$ cat src/design/parameterized_match_counter_defines.svh
// Assertion macros used by the match counter controller.
`ifndef PARAMETERIZED_MATCH_COUNTER_DEFINES_SVH
`define PARAMETERIZED_MATCH_COUNTER_DEFINES_SVH
// Implication checked on every rising clock edge outside reset.
`define PMC_ASSERT_IMP(lbl, clk, rstn, ante, cons) \
    lbl: assert property (@(posedge clk) disable iff (!rstn) (ante) |-> (cons)) \
        else $error("assertion failed");
// Next-cycle implication checked outside reset.
`define PMC_ASSERT_NEXT(lbl, clk, rstn, ante, cons) \
    lbl: assert property (@(posedge clk) disable iff (!rstn) (ante) |=> (cons)) \
        else $error("assertion failed");
`endif

$ cat src/design/pmc_pkg.sv
// Package with the types, constants and codes of the match counter.
`default_nettype none
package pmc_pkg;
    localparam int PatternMax = 1024;
    localparam int IdxW = 10;
    localparam int LenW = 11;
    localparam int AlphabetSize = 26;
    localparam int SymW = 5;
    localparam int PosW = 32;
    localparam int CntW = 32;

    typedef enum logic [1:0] {
        MODE_LOAD = 2'd0,
        MODE_PREP = 2'd1,
        MODE_TEXT = 2'd2,
        MODE_NOP  = 2'd3
    } mode_t;

    typedef enum logic [4:0] {
        ST_IDLE, ST_LOAD, ST_CLR, ST_D_RD, ST_D_WB, ST_F_INIT,
        ST_F_RI, ST_F_RD, ST_F_CMP, ST_F_FOL, ST_F_FWT, ST_F_WR,
        ST_T_RD, ST_T_CMP, ST_T_FOL, ST_T_FWT, ST_T_END, ST_T_LNK, ST_OUT
    } state_t;

    typedef struct packed {
        logic load_wr;
        logic clr_step;
        logic dist_rd;
        logic dist_wb;
        logic fail_init;
        logic rd_pair;
        logic fol_rd;
        logic fol_take;
        logic fail_wr;
        logic text_cmp_rd;
        logic hit_step;
        logic miss_step;
        logic link_take;
        logic out_load;
    } cmd_t;

    typedef struct packed {
        logic clr_done;
        logic dist_last;
        logic fail_last;
        logic j_zero;
        logic eq;
        logic j_is_end;
    } stat_t;

    function automatic logic [LenW-1:0] windowed(input logic [PosW-1:0] d,
                                                 input logic [LenW-1:0] w);
        logic [LenW-1:0] r;
        begin
            r = (d <= PosW'(w)) ? d[LenW-1:0] : '0;
            return r;
        end
    endfunction
endpackage
`default_nettype wire

$ cat src/design/pmc_ctrl.sv
// Sequencer for loading, table preparation and text processing.
`default_nettype none
`include "parameterized_match_counter_defines.svh"
module pmc_ctrl (
    input  wire logic           aclk,
    input  wire logic           aresetn,
    input  wire logic           in_fire,
    input  wire logic [1:0]     in_mode,
    input  wire logic           out_fire,
    input  wire pmc_pkg::stat_t stat,
    output pmc_pkg::cmd_t       cmd,
    output logic                in_ready,
    output logic                out_valid
);
    pmc_pkg::state_t state_reg, state_next;

    always_ff @(posedge aclk) begin
        if (!aresetn) begin
            state_reg <= pmc_pkg::ST_IDLE;
        end else begin
            state_reg <= state_next;
        end
    end

    always_comb begin
        state_next = state_reg;
        case (state_reg)
            pmc_pkg::ST_IDLE: begin
                if (in_fire) begin
                    case (in_mode)
                        pmc_pkg::MODE_LOAD: state_next = pmc_pkg::ST_LOAD;
                        pmc_pkg::MODE_PREP: state_next = pmc_pkg::ST_CLR;
                        pmc_pkg::MODE_TEXT: state_next = pmc_pkg::ST_T_RD;
                        default:            state_next = pmc_pkg::ST_OUT;
                    endcase
                end
            end
            pmc_pkg::ST_LOAD:   state_next = pmc_pkg::ST_OUT;
            pmc_pkg::ST_CLR:    if (stat.clr_done) state_next = pmc_pkg::ST_D_RD;
            pmc_pkg::ST_D_RD:   state_next = pmc_pkg::ST_D_WB;
            pmc_pkg::ST_D_WB:   state_next = stat.dist_last ? pmc_pkg::ST_F_INIT
                                                            : pmc_pkg::ST_D_RD;
            pmc_pkg::ST_F_INIT: state_next = stat.fail_last ? pmc_pkg::ST_OUT
                                                            : pmc_pkg::ST_F_RD;
            pmc_pkg::ST_F_RI:   state_next = pmc_pkg::ST_F_RD;
            pmc_pkg::ST_F_RD:   state_next = pmc_pkg::ST_F_CMP;
            pmc_pkg::ST_F_CMP:  state_next = (stat.j_zero || stat.eq) ? pmc_pkg::ST_F_WR
                                                                      : pmc_pkg::ST_F_FOL;
            pmc_pkg::ST_F_FOL:  state_next = pmc_pkg::ST_F_FWT;
            pmc_pkg::ST_F_FWT:  state_next = pmc_pkg::ST_F_RD;
            pmc_pkg::ST_F_WR:   state_next = stat.dist_last ? pmc_pkg::ST_OUT
                                                            : pmc_pkg::ST_F_RI;
            pmc_pkg::ST_T_RD:   state_next = pmc_pkg::ST_T_CMP;
            pmc_pkg::ST_T_CMP:  state_next = (stat.j_zero || stat.eq) ? pmc_pkg::ST_T_END
                                                                      : pmc_pkg::ST_T_FOL;
            pmc_pkg::ST_T_FOL:  state_next = pmc_pkg::ST_T_FWT;
            pmc_pkg::ST_T_FWT:  state_next = pmc_pkg::ST_T_RD;
            pmc_pkg::ST_T_END:  state_next = stat.j_is_end ? pmc_pkg::ST_T_LNK
                                                           : pmc_pkg::ST_OUT;
            pmc_pkg::ST_T_LNK:  state_next = pmc_pkg::ST_OUT;
            pmc_pkg::ST_OUT:    if (out_fire) state_next = pmc_pkg::ST_IDLE;
            default:            state_next = pmc_pkg::ST_IDLE;
        endcase
    end

    always_comb begin
        cmd = '0;
        in_ready = 1'b0;
        out_valid = 1'b0;
        case (state_reg)
            pmc_pkg::ST_IDLE:   in_ready = 1'b1;
            pmc_pkg::ST_LOAD:   cmd.load_wr = 1'b1;
            pmc_pkg::ST_CLR:    cmd.clr_step = 1'b1;
            pmc_pkg::ST_D_RD:   cmd.dist_rd = 1'b1;
            pmc_pkg::ST_D_WB:   cmd.dist_wb = 1'b1;
            pmc_pkg::ST_F_INIT: cmd.fail_init = 1'b1;
            pmc_pkg::ST_F_RD:   cmd.rd_pair = 1'b1;
            pmc_pkg::ST_F_FOL:  cmd.fol_rd = 1'b1;
            pmc_pkg::ST_F_FWT:  cmd.fol_take = 1'b1;
            pmc_pkg::ST_F_WR:   cmd.fail_wr = 1'b1;
            pmc_pkg::ST_T_RD:   cmd.text_cmp_rd = 1'b1;
            pmc_pkg::ST_T_FOL:  cmd.fol_rd = 1'b1;
            pmc_pkg::ST_T_FWT:  cmd.fol_take = 1'b1;
            pmc_pkg::ST_T_END: begin
                cmd.hit_step = stat.j_is_end;
                cmd.miss_step = !stat.j_is_end;
            end
            pmc_pkg::ST_T_LNK:  cmd.link_take = 1'b1;
            pmc_pkg::ST_OUT:    out_valid = 1'b1;
            default: begin
            end
        endcase
        cmd.out_load = (state_next == pmc_pkg::ST_OUT) && (state_reg != pmc_pkg::ST_OUT);
    end

    `PMC_ASSERT_IMP(a_ready_idle, aclk, aresetn, in_ready, state_reg == pmc_pkg::ST_IDLE)
    `PMC_ASSERT_IMP(a_out_excl, aclk, aresetn, out_valid, !in_ready)
    `PMC_ASSERT_NEXT(a_out_hold, aclk, aresetn, out_valid && !out_fire, out_valid)
endmodule
`default_nettype wire

$ cat config.mk
export PLATFORM = sky130hd
export DESIGN_NAME = pmc_ctrl
export DESIGN_NICKNAME = d
export VERILOG_FILES = /design/src/design/pmc_pkg.sv /design/src/design/pmc_ctrl.sv
export VERILOG_INCLUDE_DIRS = /design/src /design/src/design
export SDC_FILE = /design/constraint.sdc
export NUM_CORES = 1
export LEC_CHECK = 0
export ABC_AREA = 1
export BUFFER_PORTS_ARGS = -buffer_cell sky130_fd_sc_hd__buf_2
export CAP_MARGIN = 20
export CORE_UTILIZATION = 51
export DETAILED_ROUTE_END_ITERATION = 10
export PLACE_DENSITY = 0.83
export SYNTH_ARGS = -nofsm -noshare
export SYNTH_HDL_FRONTEND = slang
export SYNTH_SLANG_ARGS = --single-unit
$ cat constraint.sdc
create_clock -name aclk -period 1.97 [get_ports aclk]
set_input_delay 0.0985 -clock aclk [delete_from_list [all_inputs] [get_ports aclk]]
set_output_delay 0.0985 -clock aclk [all_outputs]
set_load 0.005 [all_outputs]
-- After elaboration in Yosys (flattened, before gate mapping)
Index checks and enable logic that the tools add are counted.
W data, S select, Z words.
- output and inout port bits: 16
- flip-flop bits (word level): 5
- reductions and logical operators: 9
- multiplexer cells: 25
- eq/ne operators: 22
- operators with widths (kind ; number):
    $pmux W5 S17 ; 1
    $eq A5 B4 Y1 const B ; 8
    $mux W5 ; 6
    $eq A5 B3 Y1 const B ; 4
    $eq A5 B5 Y1 const B ; 4
    $pmux W5 S3 ; 1
    $mux W1 ; 13
    $eq A5 B2 Y1 const B ; 2
    $reduce_or A2 Y1 ; 4
    $mux W2 ; 3
    $eq A5 B1 Y1 const B ; 1
    $logic_not A5 Y1 ; 1
    $ne A5 B5 Y1 const B ; 1
    $mux W3 ; 1
    $eq A2 B1 Y1 const B ; 1
    $eq A2 B2 Y1 const B ; 1
    $logic_not A2 Y1 ; 1
    $logic_and A1 B1 Y1 ; 1
    $logic_not A1 Y1 ; 1
    $logic_or A1 B1 Y1 ; 1

-- Longest topological paths before layout
- word-level depth: 6
- mapped depth: 9
- depth with buffers taken out: 9

-- Worst setup path before layout
Ideal clock, no wire load.
- path type: flip-flop to output port
- from: register state_reg[0]
- to: output port cmd[0] in the netlist's numbering
- cell stages (with the launch flop): 10
- arrival: 1.157 ns
- buffers on the path: 0
- setup slack: 0.715 ns
- data required time: 1.871 ns
- cells stage by stage: dfxtp_1 nor2_4 inv_4 nor2_4 nand2_2 nand2_1 nor2_1 nand3_2 nand2_1 nor2_2
- RTL lines (element ; line ; source):
    start, declared ; pmc_ctrl.sv:15 ; pmc_pkg::state_t state_reg, state_next;
    start signal, assigned ; pmc_ctrl.sv:19 ; state_reg <= pmc_pkg::ST_IDLE;
    start signal, assigned ; pmc_ctrl.sv:21 ; state_reg <= state_next;
    end, declared ; pmc_ctrl.sv:11 ; output pmc_pkg::cmd_t cmd,

==> impl_metrics.tcl <==
set metrics [dict create \
    cts-resized-gates 0 \
    antenna_left 0 \
    clock_latency_ns 0.23 \
    grt_max_degree 9 \
    synthesis.nets 141 \
    num_rows 13 \
    fp.coreArea_um2 1320 \
    min_from "aresetn" \
    fin_util_pct 68.9 \
    rsz0062_at_grt "no" \
    synth_warnings 0 \
    num_vias 916 \
    firstDrtPassIters 4 \
    viasPerCell 5.23 \
    holdPathStages 3 \
    drc 0 \
    die_h_um 39.8 \
    cts_hold_buf 0 \
    tightest_slew_ns 0.404 \
    drv_slew 0 \
    yosys.area.top_type "nand2_1" \
    hold_ws_ns 0.0755 \
    dp.final_hpwl_mm 1.64 \
    drive_gt1_share_pct 36.3 \
    required_ns 1.87 \
    die-area_um2 1580 \
    antenna_cells 0 \
    relSlewSlack_pct 73.0 \
    grt_pass1_vias 738 \
    crit_type "flip-flop to output port" \
    reg2reg_from "state_reg[4]" \
    setup_violations 0 \
    finalCriticalPeriod_ns 1.86 \
    netlist_instances 129 \
    dpl_cell_area_um2 881 \
    whs_endpoint "state_reg[1]" \
    synth-seq-cells 5 \
    initial_core_util_pct 55.2 \
    skew_ns 0.00171 \
    clk_pin_slew_ns 0.04 \
    numPortBuffers 27 \
    min_path_type "input pin to flip-flop" \
    antenna_found_initial 0 \
    cts_setup_buffers 0 \
    power.density_nw_per_um2 1220 \
    critPathLaunchType "flip-flop" \
    cts_made_buffers 3 \
    r2r_cells 7 \
    irDropWorstVdd_mv 0.887 \
    detail_route.wl_per_cell_um 11.5 \
    hold_viol_final 0 \
    io-pin-count 28 \
    grt_use_total_pct 27.8 \
    largest_reg_flops 5 \
    timing.rr.end "state_reg[0]" \
    fillerInstances 126 \
    rrSetupSlack_ns 0.47 \
    clock-sinks 5 \
    max_clock_freq_ghz 0.538 \
    drt_iter0_markers 43 \
    yosysUniqueCellTypes 20 \
    end_kind "output port" \
    timing.final.crit_share_pct 94.3 \
    synth-seq-area-share_pct 13.8 \
    avgSynthCellArea_um2 5.64 \
    fin_area_um2 907 \
    clock_path_buffers 2 \
    nets 173 \
    h-tree-depth 1 \
    cts-root-buf "clkbuf_4" \
    max-cap-violations 0 \
    status "complete, no violations" \
    yosysTopAreaCellShare_pct 15.0 \
    syn2layout_area_growth_pct 24.8 \
    crit_arrival_ns 1.76 \
    p_leak_uw 0.000572 \
    die_w_um 39.8 \
    gp_congestion 0.912 \
    wl_mm 2.02 \
    synthTopCellsByArea "nand2_1, dfxtp_1, inv_1" \
    overflow 0 \
    grt_pass1_wl_mm 2.97 \
    crit_path_max_fanout 8 \
    finalSetupTns_ns 0 \
    cts_tree "done" \
    synth_area_um2 727 \
]
==> power breakdown <==
group          internal [µW]  total, µW  switching [µW]  leakage, µW
registers                139        223            83.8    0.0000413
clock network           76.2        112            36.3    0.0000150
logic                    264        768             504     0.000516
total                    480       1100             624     0.000572
==> per-stage QoR <==
step / setup slack, ns / total power (µW) / std cells
floorplan: 0.715 / 769 / 129
global placement: 0.453 / 965 / 171
detailed placement: 0.404 / 975 / 171
CTS: 0.143 / 1090 / 175
global route: 0.0233 / 1200 / 175
finish: 0.113 / 1100 / 175
==> cells in the mapped netlist <==
cell type,instances
a21oi_1,4
a31oi_1,2
dfxtp_1,5
inv_1,21
inv_2,6
inv_4,1
nand2_1,29
nand2_2,2
nand2_4,2
nand3_1,7
nand3_2,6
nand4_1,4
nor2_1,19
nor2_2,5
nor2_4,5
nor3_1,4
o211ai_1,2
o21ai_0,3
o21ai_1,1
o21ai_2,1
==> how the worst max path moves through the flow <==
| stage | to | depth (start not counted) | start | slack, ns |
|---|---|---|---|---|
| finish | cmd[0] | 10 | state_reg[4] | 0.11 |
| detailed placement | cmd[0] | 10 | state_reg[4] | 0.40 |
| floorplan | cmd[0] | 9 | state_reg[0] | 0.71 |
| global placement | cmd[0] | 10 | state_reg[4] | 0.45 |
| global route | cmd[0] | 10 | state_reg[4] | 0.02 |
| CTS | cmd[0] | 10 | state_reg[4] | 0.14 |
==> layer usage <==
| metal | track usage [%] | vias to the layer above | wire length (µm) | part of all wire, % |
|---|---|---|---|---|
| met5 | 0 | - | 0 | 0 |
| met4 | 12.1 | 0 | 27 | 1.3 |
| met3 | 0 | 5 | 150 | 7.4 |
| met2 | 47.5 | 52 | 995 | 49 |
| met1 | 36.0 | 393 | 843 | 42 |
| li1 | - | 466 | - | - |
==> area by class of cell <==
cell class / count / area [µm²] / share of cell area (%)
inverter: 28 / 108 / 11.9
sequential: 5 / 100 / 11.0
timing repair buffer: 27 / 135 / 14.9
tap: 15 / 18.8 / 2.07
multi-input combinational: 96 / 519 / 57.2
clock buffer: 4 / 26.3 / 2.90
==> cells by family after synthesis <==
logic type	synth area share (%)
AND/OR/NAND/NOR	60.9
buffers and inverters	14.8
flip-flops	13.8
AO/OA/AOI/OAI	10.5
==> layout by cell type, fill, tap and decap left out <==
cell      count
nand2_1      29
buf_2        27
inv_1        21
nor2_1       19
nand3_1       7
inv_2         6
nand3_2       6
nor2_4        5
nor2_2        5
dfxtp_1       5
nor3_1        4
nand4_1       4
a21oi_1       4
o21ai_0       3
clkbuf_4      3
nand2_2       2
nand2_4       2
o211ai_1      2
a31oi_1       2
inv_4         1
o21ai_2       1
o21ai_1       1
clkbuf_1      1
==> worst max-delay path, stage by stage, from the launching register on <==
cell	delay (ns)
dfxtp_1	0.46
inv_2	0.17
nand3_2	0.18
nand2_1	0.07
nand2_1	0.09
nand2_1	0.06
nor2_1	0.15
nand3_2	0.10
nand2_1	0.09
nor2_2	0.03
buf_2	0.13
(Power assumes the default switching activity.)
